<file path="src/rtl/core/dqr_pkg.sv">
`default_nettype none

package dqr_pkg;

  localparam int DQR_DEPTH      = 16;
  localparam int DQR_DATA_WIDTH = 32;

  // command codes carried by the input word
  typedef enum logic [2:0] {
    CMD_PUSH_FRONT = 3'd0,
    CMD_PUSH_BACK  = 3'd1,
    CMD_POP_FRONT  = 3'd2,
    CMD_POP_BACK   = 3'd3,
    CMD_LIST       = 3'd4,
    CMD_REPLACE    = 3'd5
  } cmd_t;

  // result status codes
  typedef enum logic [1:0] {
    ST_OK        = 2'd0,
    ST_EMPTY     = 2'd1,
    ST_FULL      = 2'd2,
    ST_NOT_FOUND = 2'd3
  } status_t;

endpackage

`default_nettype wire

</file>
<file path="src/rtl/core/dqr_in_if.sv">
`default_nettype none

interface dqr_in_if import dqr_pkg::*; #(
  parameter int DATA_WIDTH = DQR_DATA_WIDTH
);
  logic                         valid;
  logic                         ready;
  logic [2:0]                   command;
  logic signed [DATA_WIDTH-1:0] value;
  logic signed [DATA_WIDTH-1:0] new_value;

  modport source (output valid, output command, output value, output new_value,
                  input ready);
  modport sink   (input valid, input command, input value, input new_value,
                  output ready);
endinterface

`default_nettype wire

</file>
<file path="src/rtl/core/dqr_out_if.sv">
`default_nettype none

interface dqr_out_if import dqr_pkg::*; #(
  parameter int DATA_WIDTH  = DQR_DATA_WIDTH,
  parameter int COUNT_WIDTH = $clog2(DQR_DEPTH + 1)
);
  logic                         valid;
  logic                         ready;
  logic [1:0]                   status;
  logic signed [DATA_WIDTH-1:0] data;
  logic [COUNT_WIDTH-1:0]       count;
  logic                         last;

  modport source (output valid, output status, output data, output count,
                  output last, input ready);
  modport sink   (input valid, input status, input data, input count,
                  input last, output ready);
endinterface

`default_nettype wire

</file>
<file path="src/rtl/core/deque_with_replace_unit.sv">
`default_nettype none

// double-ended queue of up to DEPTH signed words held in a ring memory
// in_ch carries one command word (command, value, new_value); out_ch carries
// result words (status, data, count, last), both valid/ready handshakes
// push front/back, pop front/back and replace give one result word with last set
// list gives one word per held element, front to back, last on the final one;
// an empty list gives a single empty-status word
// sequencing: a command is taken only while the controller is idle
//   push, unused codes and any flagged no-op: result registered, then loaded
//   into the output register; pop: the same after the synchronous memory read
//   list: one word per cycle streamed from the memory read port while the
//   output register is free
//   replace: one element compared per cycle on the read port, the match
//   written back through the write port
// the output register lets a new command be taken while the last result word
// still waits; when the receiver stalls, a list or a pending result simply
// holds and the memory read data is kept until the word is taken
// reset (synchronous, active low) empties the queue and drops any pending word;
// the element memory itself is not cleared and needs no clearing pass
module deque_with_replace_unit import dqr_pkg::*; #(
  parameter int DEPTH      = DQR_DEPTH,
  parameter int DATA_WIDTH = DQR_DATA_WIDTH
) (
  input wire logic clk,
  input wire logic rst_n,
  dqr_in_if.sink   in_ch,
  dqr_out_if.source out_ch
);

  localparam int AW = (DEPTH > 1) ? $clog2(DEPTH) : 1;
  localparam int CW = $clog2(DEPTH + 1);
  localparam logic [CW-1:0] FULL_COUNT = CW'(DEPTH);
  localparam logic [AW-1:0] LAST_SLOT  = AW'(DEPTH - 1);

  typedef enum logic [2:0] {
    S_IDLE,
    S_POP,
    S_LIST,
    S_SCAN,
    S_RESP
  } state_t;

  // ring arithmetic, sum stays below twice the depth
  function automatic logic [AW-1:0] wrap_add(logic [AW-1:0] base, logic [CW-1:0] off);
    logic [CW:0] sum;
    sum = (CW+1)'(base) + (CW+1)'(off);
    if (sum >= (CW+1)'(DEPTH)) begin
      sum = sum - (CW+1)'(DEPTH);
    end
    return sum[AW-1:0];
  endfunction

  function automatic logic [AW-1:0] next_slot(logic [AW-1:0] p);
    return (p == LAST_SLOT) ? '0 : p + AW'(1);
  endfunction

  function automatic logic [AW-1:0] prev_slot(logic [AW-1:0] p);
    return (p == '0) ? LAST_SLOT : p - AW'(1);
  endfunction

  // control state
  state_t        state_r, state_nxt;
  logic [AW-1:0] front_r, front_nxt;
  logic [CW-1:0] occ_r, occ_nxt;
  logic [AW-1:0] ptr_r, ptr_nxt;     // slot whose word sits on the read port
  logic [CW-1:0] idx_r, idx_nxt;     // offset of that slot from the front

  // command operands and the pending single result
  logic signed [DATA_WIDTH-1:0] val_r, val_nxt;
  logic signed [DATA_WIDTH-1:0] nval_r, nval_nxt;
  status_t                      res_status_r, res_status_nxt;
  logic signed [DATA_WIDTH-1:0] res_data_r, res_data_nxt;

  // output register
  logic                         out_valid_r;
  status_t                      out_status_r;
  logic signed [DATA_WIDTH-1:0] out_data_r;
  logic [CW-1:0]                out_count_r;
  logic                         out_last_r;

  logic                         load_out;
  status_t                      ld_status;
  logic signed [DATA_WIDTH-1:0] ld_data;
  logic                         ld_last;
  logic                         out_free;
  logic                         last_elem;

  // memory port
  logic                         mem_we;
  logic [AW-1:0]                mem_waddr;
  logic signed [DATA_WIDTH-1:0] mem_wdata;
  logic                         mem_re;
  logic [AW-1:0]                mem_raddr;
  logic signed [DATA_WIDTH-1:0] mem_rdata;

  dqr_store #(
    .DEPTH      (DEPTH),
    .DATA_WIDTH (DATA_WIDTH)
  ) u_store (
    .clk     (clk),
    .wr_en   (mem_we),
    .wr_addr (mem_waddr),
    .wr_data (mem_wdata),
    .rd_en   (mem_re),
    .rd_addr (mem_raddr),
    .rd_data (mem_rdata)
  );

  assign out_free    = !out_valid_r || out_ch.ready;
  assign last_elem   = (idx_r + CW'(1)) == occ_r;
  assign in_ch.ready = (state_r == S_IDLE);

  always_comb begin
    state_nxt      = state_r;
    front_nxt      = front_r;
    occ_nxt        = occ_r;
    ptr_nxt        = ptr_r;
    idx_nxt        = idx_r;
    val_nxt        = val_r;
    nval_nxt       = nval_r;
    res_status_nxt = res_status_r;
    res_data_nxt   = res_data_r;
    load_out       = 1'b0;
    ld_status      = res_status_r;
    ld_data        = res_data_r;
    ld_last        = 1'b1;
    mem_we         = 1'b0;
    mem_waddr      = ptr_r;
    mem_wdata      = in_ch.value;
    mem_re         = 1'b0;
    mem_raddr      = ptr_r;

    case (state_r)
      S_IDLE: begin
        if (in_ch.valid) begin
          res_status_nxt = ST_OK;
          res_data_nxt   = '0;
          state_nxt      = S_RESP;
          case (in_ch.command)
            CMD_PUSH_FRONT, CMD_PUSH_BACK: begin
              if (occ_r == FULL_COUNT) begin
                res_status_nxt = ST_FULL;
              end else begin
                mem_we = 1'b1;
                if (in_ch.command == CMD_PUSH_FRONT) begin
                  mem_waddr = prev_slot(front_r);
                  front_nxt = prev_slot(front_r);
                end else begin
                  mem_waddr = wrap_add(front_r, occ_r);
                end
                occ_nxt = occ_r + CW'(1);
              end
            end
            CMD_POP_FRONT, CMD_POP_BACK: begin
              if (occ_r == '0) begin
                res_status_nxt = ST_EMPTY;
              end else begin
                mem_re = 1'b1;
                if (in_ch.command == CMD_POP_FRONT) begin
                  mem_raddr = front_r;
                  front_nxt = next_slot(front_r);
                end else begin
                  mem_raddr = wrap_add(front_r, occ_r - CW'(1));
                end
                occ_nxt   = occ_r - CW'(1);
                state_nxt = S_POP;
              end
            end
            CMD_LIST: begin
              if (occ_r == '0) begin
                res_status_nxt = ST_EMPTY;
              end else begin
                mem_re    = 1'b1;
                mem_raddr = front_r;
                ptr_nxt   = front_r;
                idx_nxt   = '0;
                state_nxt = S_LIST;
              end
            end
            CMD_REPLACE: begin
              if (occ_r == '0) begin
                res_status_nxt = ST_NOT_FOUND;
              end else begin
                mem_re    = 1'b1;
                mem_raddr = front_r;
                ptr_nxt   = front_r;
                idx_nxt   = '0;
                val_nxt   = in_ch.value;
                nval_nxt  = in_ch.new_value;
                state_nxt = S_SCAN;
              end
            end
            default: begin
              res_status_nxt = ST_OK;
            end
          endcase
        end
      end

      S_POP: begin
        res_status_nxt = ST_OK;
        res_data_nxt   = mem_rdata;
        state_nxt      = S_RESP;
      end

      // stream one element per cycle while the output is free, next read issued as the word is loaded
      S_LIST: begin
        if (out_free) begin
          load_out  = 1'b1;
          ld_status = ST_OK;
          ld_data   = mem_rdata;
          ld_last   = last_elem;
          if (last_elem) begin
            state_nxt = S_IDLE;
          end else begin
            mem_re    = 1'b1;
            mem_raddr = next_slot(ptr_r);
            ptr_nxt   = next_slot(ptr_r);
            idx_nxt   = idx_r + CW'(1);
          end
        end
      end

      // compare the word on the read port, fetch the next one meanwhile
      S_SCAN: begin
        if (mem_rdata == val_r) begin
          mem_we         = 1'b1;
          mem_waddr      = ptr_r;
          mem_wdata      = nval_r;
          res_status_nxt = ST_OK;
          res_data_nxt   = mem_rdata;
          state_nxt      = S_RESP;
        end else if (last_elem) begin
          res_status_nxt = ST_NOT_FOUND;
          res_data_nxt   = '0;
          state_nxt      = S_RESP;
        end else begin
          mem_re    = 1'b1;
          mem_raddr = next_slot(ptr_r);
          ptr_nxt   = next_slot(ptr_r);
          idx_nxt   = idx_r + CW'(1);
        end
      end

      S_RESP: begin
        if (out_free) begin
          load_out  = 1'b1;
          state_nxt = S_IDLE;
        end
      end

      default: begin
        state_nxt = S_IDLE;
      end
    endcase
  end

  always_ff @(posedge clk) begin
    if (!rst_n) begin
      state_r     <= S_IDLE;
      front_r     <= '0;
      occ_r       <= '0;
      out_valid_r <= 1'b0;
    end else begin
      state_r      <= state_nxt;
      front_r      <= front_nxt;
      occ_r        <= occ_nxt;
      ptr_r        <= ptr_nxt;
      idx_r        <= idx_nxt;
      val_r        <= val_nxt;
      nval_r       <= nval_nxt;
      res_status_r <= res_status_nxt;
      res_data_r   <= res_data_nxt;
      if (load_out) begin
        out_valid_r  <= 1'b1;
        out_status_r <= ld_status;
        out_data_r   <= ld_data;
        out_count_r  <= occ_r;
        out_last_r   <= ld_last;
      end else if (out_ch.ready) begin
        out_valid_r <= 1'b0;
      end
    end
  end

  assign out_ch.valid  = out_valid_r;
  assign out_ch.status = out_status_r;
  assign out_ch.data   = out_data_r;
  assign out_ch.count  = out_count_r;
  assign out_ch.last   = out_last_r;

endmodule

`default_nettype wire

</file>
<file path="src/rtl/core/dqr_store.sv">
`default_nettype none

module dqr_store import dqr_pkg::*; #(
  parameter int DEPTH      = DQR_DEPTH,
  parameter int DATA_WIDTH = DQR_DATA_WIDTH,
  localparam int AW        = (DEPTH > 1) ? $clog2(DEPTH) : 1
) (
  input  wire logic                         clk,
  input  wire logic                         wr_en,
  input  wire logic [AW-1:0]                wr_addr,
  input  wire logic signed [DATA_WIDTH-1:0] wr_data,
  input  wire logic                         rd_en,
  input  wire logic [AW-1:0]                rd_addr,
  output      logic signed [DATA_WIDTH-1:0] rd_data
);

  logic signed [DATA_WIDTH-1:0] mem_r [DEPTH];
  logic signed [DATA_WIDTH-1:0] rd_data_r;

  always_ff @(posedge clk) begin
    if (wr_en) begin
      mem_r[wr_addr] <= wr_data;
    end
  end

  // registered read, data held until the next read
  always_ff @(posedge clk) begin
    if (rd_en) begin
      rd_data_r <= mem_r[rd_addr];
    end
  end

  assign rd_data = rd_data_r;

endmodule

`default_nettype wire

</file>
<file path="src/flat_wrapper.sv">
// flat-port wrapper written by rule: the top's interface ports become plain ports
module deque_with_replace_unit_flat import dqr_pkg::*;
#(
  parameter int DEPTH      = DQR_DEPTH,
  parameter int DATA_WIDTH = DQR_DATA_WIDTH
)
  (clk, rst_n, in_ch_valid, in_ch_command, in_ch_value, in_ch_new_value, in_ch_ready, out_ch_valid, out_ch_status, out_ch_data, out_ch_count, out_ch_last, out_ch_ready);
  dqr_in_if #(.DATA_WIDTH(DATA_WIDTH)) in_ch_i ();
  dqr_out_if #(.DATA_WIDTH(DATA_WIDTH)) out_ch_i ();
  input wire logic clk;
  input wire logic rst_n;
  input wire logic [$bits(in_ch_i.valid)-1:0] in_ch_valid;
  input wire logic [$bits(in_ch_i.command)-1:0] in_ch_command;
  input wire logic [$bits(in_ch_i.value)-1:0] in_ch_value;
  input wire logic [$bits(in_ch_i.new_value)-1:0] in_ch_new_value;
  output wire logic [$bits(in_ch_i.ready)-1:0] in_ch_ready;
  output wire logic [$bits(out_ch_i.valid)-1:0] out_ch_valid;
  output wire logic [$bits(out_ch_i.status)-1:0] out_ch_status;
  output wire logic [$bits(out_ch_i.data)-1:0] out_ch_data;
  output wire logic [$bits(out_ch_i.count)-1:0] out_ch_count;
  output wire logic [$bits(out_ch_i.last)-1:0] out_ch_last;
  input wire logic [$bits(out_ch_i.ready)-1:0] out_ch_ready;
  assign in_ch_i.valid = in_ch_valid;
  assign in_ch_i.command = in_ch_command;
  assign in_ch_i.value = in_ch_value;
  assign in_ch_i.new_value = in_ch_new_value;
  assign in_ch_ready = in_ch_i.ready;
  assign out_ch_valid = out_ch_i.valid;
  assign out_ch_status = out_ch_i.status;
  assign out_ch_data = out_ch_i.data;
  assign out_ch_count = out_ch_i.count;
  assign out_ch_last = out_ch_i.last;
  assign out_ch_i.ready = out_ch_ready;
  deque_with_replace_unit #(.DEPTH(DEPTH), .DATA_WIDTH(DATA_WIDTH)) u_core (.clk(clk), .rst_n(rst_n), .in_ch(in_ch_i), .out_ch(out_ch_i));
endmodule
</file>
<file path="config.mk">
export PLATFORM = sky130hd
export DESIGN_NAME = deque_with_replace_unit_flat
export DESIGN_NICKNAME = d
export VERILOG_FILES = /design/src/rtl/core/dqr_pkg.sv /design/src/rtl/core/dqr_in_if.sv /design/src/rtl/core/dqr_out_if.sv /design/src/rtl/core/deque_with_replace_unit.sv /design/src/rtl/core/dqr_store.sv /design/src/flat_wrapper.sv
export SDC_FILE = /design/constraint.sdc
export NUM_CORES = 1
export LEC_CHECK = 0
export ABC_AREA = 1
export BUFFER_PORTS_ARGS = -buffer_cell sky130_fd_sc_hd__buf_2
export CORE_ASPECT_RATIO = 0.5
export CORE_MARGIN = 1.5
export CORE_UTILIZATION = 55
export CTS_CLUSTER_SIZE = 24
export DETAILED_ROUTE_END_ITERATION = 8
export PLACE_DENSITY = 0.72
export SLEW_MARGIN = 30
export SYNTH_ARGS = -nofsm -noshare
export SYNTH_HDL_FRONTEND = slang
export SYNTH_HIERARCHICAL = 1
export SYNTH_SLANG_ARGS = --single-unit
</file>
<file path="constraint.sdc">
create_clock -name clk -period 8.85 [get_ports clk]
set_input_delay 0.4425 -clock clk [delete_from_list [all_inputs] [get_ports clk]]
set_output_delay 0.4425 -clock clk [all_outputs]
set_load 0.01 [all_outputs]
</file>
# Yosys cells after proc, flatten, opt, wreduce, memory -nomap -nowiden
# Memories as Yosys holds them, arrays and structs flattened. A register that Yosys moved wholly into a read port is not among the register bits.
# Cells that the tools add are included.
# word_totals
memories	1
ram_bits	512
regBits	160
word_cells	163
# mem_list
memory	depth	width	rd	rd_clocked_by_memory_dff	write_ports	line_no	source
u_core.u_store.mem_r	16	32	1	1	1	dqr_store.sv:17	logic signed [DATA_WIDTH-1:0] mem_r [DEPTH];
# classes
n_eq_ne	26
reduce_logical	25
magnitude_cmp	2
bitwise	1
mux	84
addsub	10
# ops
cell	count
2-to-1 mux 32 bit	7
case mux 32 bit (3 select lines)	1
2-to-1 mux 4 bit	23
2-to-1 mux 5 bit	8
equality test 32 bit	1
2-to-1 mux 3 bit	9
case mux 4 bit (3 select lines)	2
2-to-1 mux 1 bit	17
case mux 4 bit (2 select lines)	2
case mux 3 bit (5 select lines)	1
case mux 5 bit (3 select lines)	1
AND reduction 5 bit	3
2-to-1 mux 2 bit	7
AND reduction 7 bit	2
adder 4 x 5 -> 6 bit	2
equality test 3 x 2 -> 1 bit, second input constant	4
>= comparator 6 x 5 -> 1 bit, second input constant	2
inequality test 2 bit, second input constant	6
case mux 2 bit (3 select lines)	2
subtractor 4 x 1 -> 4 bit, second input constant	3
adder 5 x 1 -> 5 bit, second input constant	2
inequality test 2 x 1 -> 1 bit, second input constant	5
case mux 5 bit (2 select lines)	1
equality test 3 bit, second input constant	3
other kinds (23)	34

# Depth between registers and ports, before layout
# logic_depth
depth_word	9
ltp_mapped	22

# By module
# The synthesis kept the hierarchy.
# modules_own_cells
module	cells_per_inst	instances	area_each_um2
dqr_store	2120	1	23050.9
deque_with_replace_unit	842	1	8046.5

# Worst setup path after synthesis
# Ideal clock, no wire load.
# synth_path
path_type	reg2reg
start	register u_core.occ_r[1]
end	register u_core.u_store.rd_data_r[0] (netlist: u_core/u_store/rd_data[0]), read port of u_core.u_store.mem_r, enable pin
setup_ps	533
stages_incl_launch_ff	7
required_ps	8317
arrival_time_ps	4914
setup_slack_ps	3403
path_buffers	1
path_cell_list	dfxtp_1 > inv_1 > ha_1 > nand4_4 > inv_2 > buf_6 > o311ai_0
# synth_via
word_cells_on_any_way	23
# synth_rtl
element	line_no	source
start: declaration	deque_with_replace_unit.sv:65	logic [CW-1:0] occ_r, occ_nxt;
start signal: assignment	deque_with_replace_unit.sv:268	occ_r <= occ_nxt;
zero test 5 bit	deque_with_replace_unit.sv:156, deque_with_replace_unit.sv:171, deque_with_replace_unit.sv:182	
2-to-1 mux 1 bit	deque_with_replace_unit.sv:156, deque_with_replace_unit.sv:171, deque_with_replace_unit.sv:182	
2-to-1 mux 1 bit	n/a	
2-to-1 mux 1 bit	deque_with_replace_unit.sv:136	if (in_ch.valid) begin
case mux 1 bit (3 select lines) (*)	deque_with_replace_unit.sv:134	case (state_r)
named net u_core.mem_re	deque_with_replace_unit.sv:93	logic mem_re;
end: declaration	dqr_store.sv:18	logic signed [DATA_WIDTH-1:0] rd_data_r;
# The timed path passes the listed nets; every way through them passes the cells marked *.
# A chain may end at the register's enable or synchronous reset.

# Final worst setup path
# layout_path
start	register u_core.state_r[1]
end	register u_core.u_store.rd_data_r[27] (netlist: u_core/u_store/rd_data[27]), read port of u_core.u_store.mem_r, data pin
# layout_via
elab_chain_len	2
word_cells_on_any_way	5
# layout_rtl
element	line_no	source
start: declaration	deque_with_replace_unit.sv:63	state_t state_r, state_nxt;
start signal: assignment	deque_with_replace_unit.sv:266	state_r <= state_nxt;
equality test 3 x 2 -> 1 bit or zero test 3 bit (tied branches)	deque_with_replace_unit.sv:134	
case mux 4 bit (3 select lines) (*)	deque_with_replace_unit.sv:134	
named net u_core.mem_raddr[0]	deque_with_replace_unit.sv:94	logic [AW-1:0] mem_raddr;
# Marked as above.

==> reports/results.md <==
| Metric | Reported |
| --- | --- |
| Resize count post-CTS | 0 |
| Diodes inserted | 0 |
| Relative contribution of sequential cells to total power | 0.343 |
| Clock sink count | 704 |
| Layout Nets | 3142 |
| Crit path arrival time | 5530 ps |
| Worst reg2reg path depth | 17 |
| Number of primary I/O pins | 113 |
| Count of flip-flops with a built-in enable after synthesis | 691 |
| CTS tree | done |
| Wire length of the first global-routing pass | 113000 microns |
| Synthesized Nets | 3052 |
| Share of synthesized cell area in full adder, half adder and majority cells | 0.00813 |
| Remaining antenna violation count | 0 |
| Proportion of netlist area held by the largest area contributor | 0.667 |
| Synthesized area per cell | 10.5 sq um |
| R2R Setup Slk | 3610 ps |
| Share of the clock period used by the worst path after layout | 0.592 |
| CTS Root Cell | sky130_fd_sc_hd__clkbuf_16 |
| FF-to-FF Start | u_core/state_r[1] |
| Fraction of synthesized area in multiplexers | 0 |
| Post-synthesis sequential element count | 704 |
| PwrDens | 363 nW/um^2 |
| Simple-gate share of the synthesized area | 0.200 |
| Hold WS | 26.3 ps |
| Busiest metal layer after global routing | met2 |
| Port bufs | 112 |
| Multi-input combinational cell area | 7550 sq um |
| Number of global-route vias before repair | 19422 |
| Total CTS buffers | 66 |
| Leakage | 0.0144 uW |
| Area fraction in compound gates after synthesis | 0.0207 |
| Largest net degree at the start of global routing | 167 |
| Maximum buffer depth of the clock tree | 3 |
| Outcome | finished, final reports clean |
| Final routed wire length divided by cell count | 19.7 microns |
| Routed vias | 21095 |
| Post-synthesis cell type count | 44 |
| Worst hold path type | in -> reg |
| Worst setup SP type | flip-flop |
| Synthesized-area fraction occupied by xor and xnor cells | 0.00901 |
| Maximum Capacitance Violations | 0 |
| Maximum frequency from static timing analysis | 191 MHz |
| Endpoints failing setup | 0 |
| Clk_skew | 23.5 ps |
| Count of routing violations after the opening detailed-route iteration | 2941 |
| Fraction of power spent switching nets | 0.430 |
| Insertion delay to the later sink of the worst-skew pair | 600 ps |
| Post-Synthesis Cells | 2962 |
| Most frequent cells after synthesis | sky130_fd_sc_hd__nand2_1, sky130_fd_sc_hd__edfxtp_1, sky130_fd_sc_hd__inv_1 |
| # DRC | 0 |
| Combinational fraction of design power | 0.439 |
| Post-synthesis cell type with the largest combined area | sky130_fd_sc_hd__edfxtp_1 |
| Initial antenna violation count | 3 |
| Maximum fanout count along the critical path | 154 |
| Worst setup path category | reg -> reg |
| Top_reg_cell synth | sky130_fd_sc_hd__edfxtp_1 |
| TNS Setup | 0 ps |
| Largest family of logic cells by synthesized area | simple AND/OR/NAND/NOR gates |
| Worst-path clk slew | 60 ps |
| P&R area growth vs syn | 10.1% |
| Routed wire length | 75900 microns |
| Largest voltage drop on the vdd net | 380 uV |
| Vertical extent of the die | 171 microns |
| RR Endpoint | u_core/u_store/rd_data[27] |
| Data required time of the worst path | 9140 ps |
| Ys async rst share | 0 |
| DR pass1 iterations | 6 |
| Layout cells sized above 1 | 0.0959 |
| Hold path depth | 1 |
| Footprint of the flip-flops and latches | 21000 sq um |
| Clock share of power | 0.217 |
| Unrepaired setup endpoints after global routing | false |
| Relative max-transition margin | 0.323 |
| Area of the placeable core | 55700 sq um |
| Area of the die | 58100 sq um |
| CTS H-Tree Depth | 3 |
| Vias per Instance | 5.47 |
| Count of endpoints failing hold in the final timing report | 0 |
| Warning count from the yosys run | 6 |
| Row cnt | 61 |
| Final RePlAce weighted congestion | 0.891 |
| Half-perimeter wire length of the detailed placement result | 42900 microns |
| Portion of the post-synthesis area used by sequential elements | 0.676 |
| Fillcell total | 4366 |
| Area of the mapped netlist | 31100 sq um |
| Cell internal pwr | 7080 uW |
| CP Capture Type | flip-flop |
| Overall routing resource usage | 0.261 |
| Met3 Track Usage GR | 0.0489 |
| Most common cell in the netlist | sky130_fd_sc_hd__nand2_1 |
| Time the worst path needs with I/O delays and setup | 5240 ps |
| Pin slew with the least headroom to its limit | 1020 ps |
| Dominant cells by area after synthesis | sky130_fd_sc_hd__edfxtp_1, sky130_fd_sc_hd__nand2_1, sky130_fd_sc_hd__nand3_1 |
| Remaining Overflow, GRT | 0 |
| Die width | 339 microns |
| Start point of the worst min-delay path | in_ch_new_value[3] |
| Max-slew violations | 0 |
| Psw | 5360 uW |
| Initial core utilization | 0.558 |
| Global routing met1 resource utilization | 0.384 |
| Global-route met2 utilization | 0.398 |
| Hold endpoint | u_core/nval_r[3] |
## critical path: stages, from the launching register on
cell	delay, ps
sky130_fd_sc_hd__dfxtp_1	380
sky130_fd_sc_hd__inv_2	50
sky130_fd_sc_hd__nor2_1	590
sky130_fd_sc_hd__inv_2	80
sky130_fd_sc_hd__nor2_1	260
sky130_fd_sc_hd__nand3_2	730
sky130_fd_sc_hd__nand2_1	420
sky130_fd_sc_hd__nand2_1	120
sky130_fd_sc_hd__nand4_1	120
sky130_fd_sc_hd__buf_4	470
sky130_fd_sc_hd__inv_8	360
sky130_fd_sc_hd__buf_4	510
sky130_fd_sc_hd__nand2_1	140
sky130_fd_sc_hd__nand2_1	70
sky130_fd_sc_hd__nand2_1	50
sky130_fd_sc_hd__nand3_1	70
sky130_fd_sc_hd__nand3_1	110
sky130_fd_sc_hd__nand2_1	180
## logic make-up (layout without fill, tap and decap cells)
| family | after synthesis | in the layout |
|---|---|---|
| simple gates | 1479 | 1479 |
| compound gates | 113 | 113 |
| flops | 704 | 704 |
| fa+ha+maj | 19 | 19 |
| buf+inv | 615 | 751 |
| xor+xnor | 32 | 32 |
## final cells by class
cell class                 count  share of cell area
sequential                   704               0.614
multi-input combinational   1643               0.220
inverter                     488              0.0539
tap                          756              0.0276
clock inverter                30             0.00694
clock buffer                  84              0.0521
timing repair buffer         149              0.0254
## worst max path at each step
stage	from	end	slack, ps	cells past startpoint
2_1_floorplan	u_core/occ_r[1]	u_core/u_store/rd_data[0]	3400	6
3_3_place_gp	u_core/u_store/rd_data[18]	u_core/u_store/rd_data[26]	3810	20
3_5_place_dp	u_core/u_store/rd_data[18]	u_core/u_store/rd_data[26]	3770	18
4_1_cts	u_core/u_store/rd_data[18]	u_core/u_store/rd_data[26]	3760	18
5_1_grt	u_core/u_store/rd_data[19]	u_core/u_store/rd_data[26]	3270	20
6_report	u_core/state_r[1]	u_core/u_store/rd_data[27]	3610	17
## sequential cells by signal, indices dropped and copies added (netlist names)
register and cells:
u_core/nval_r 32, u_core/ptr_r 4, u_core/out_ch.count 5, u_core/occ_r 5
u_core/out_ch.valid 1, u_core/val_r 32, u_core/out_ch.last 1, u_core/u_store/rd_data 32
u_core/front_r 4, u_core/idx_r 5, u_core/res_data_r 32, u_core/u_store/mem_r 512
u_core/out_ch.data 32, u_core/res_status_r 2, u_core/out_ch.status 2, u_core/state_r 3
## layout by cell type, fill, tap and decap left out, drive strengths merged
cell         synthesis  routed
nand2              947     947
edfxtp             691     691
inv                488     489
nand3              413     413
buf                107     146
nor2                99      99
clkbuf              20      84
o21ai               63      63
xnor2               27      27
a21oi               27      27
clkinv               0      27
ha                  17      17
o211ai              16      16
dfxtp               13      13
nand4               11      11
xor2                 5       5
nor3                 5       5
dlygate4sd3          0       3
bufinv               0       2
fa                   2       2
nand3b               2       2
a211oi               2       2
or2                  1       1
o311ai               1       1
o22ai                1       1
o21a                 1       1
o21bai               1       1
o31ai                1       1
nor3b                1       1
## power by group through the flow
stage | clock (uW) | combinational [uW] | sequential [uW]
6_report | 2700 | 5460 | 4270
5_1_grt | 2850 | 5960 | 4290
4_1_cts | 2740 | 5360 | 4270
3_5_place_dp | 0 | 5330 | 4340
3_3_place_gp | 0 | 5260 | 4330
2_1_floorplan | 0 | 3980 | 4330
## timing repair
action / 4_1_cts / 5_1_grt
hold buffers: 3 / 0
buffers inserted: 0 / 0
endpoints found under the hold margin: 3 / 0
## per-stage QoR
stage	setup WS [ps]	cell area, sq um	power, uW	std cells	util
CTS	3760	34200	12400	3854	0.615
global placement	3810	32200	9590	3737	0.578
finish	3610	34200	12400	3854	0.615
floorplan	3400	31100	8310	2962	-
detailed placement	3770	32200	9670	3737	0.578
global route	3270	34200	13100	3854	0.615
## metal layers
| metal | up-vias | part of all wire |
|---|---|---|
| li1 | 9831 | - |
| met3 | 155 | 0.12 |
| met1 | 10017 | 0.42 |
| met2 | 1090 | 0.44 |
| met4 | 2 | 0.025 |
| met5 | - | 0.00016 |
(Power assumes the default switching activity.)
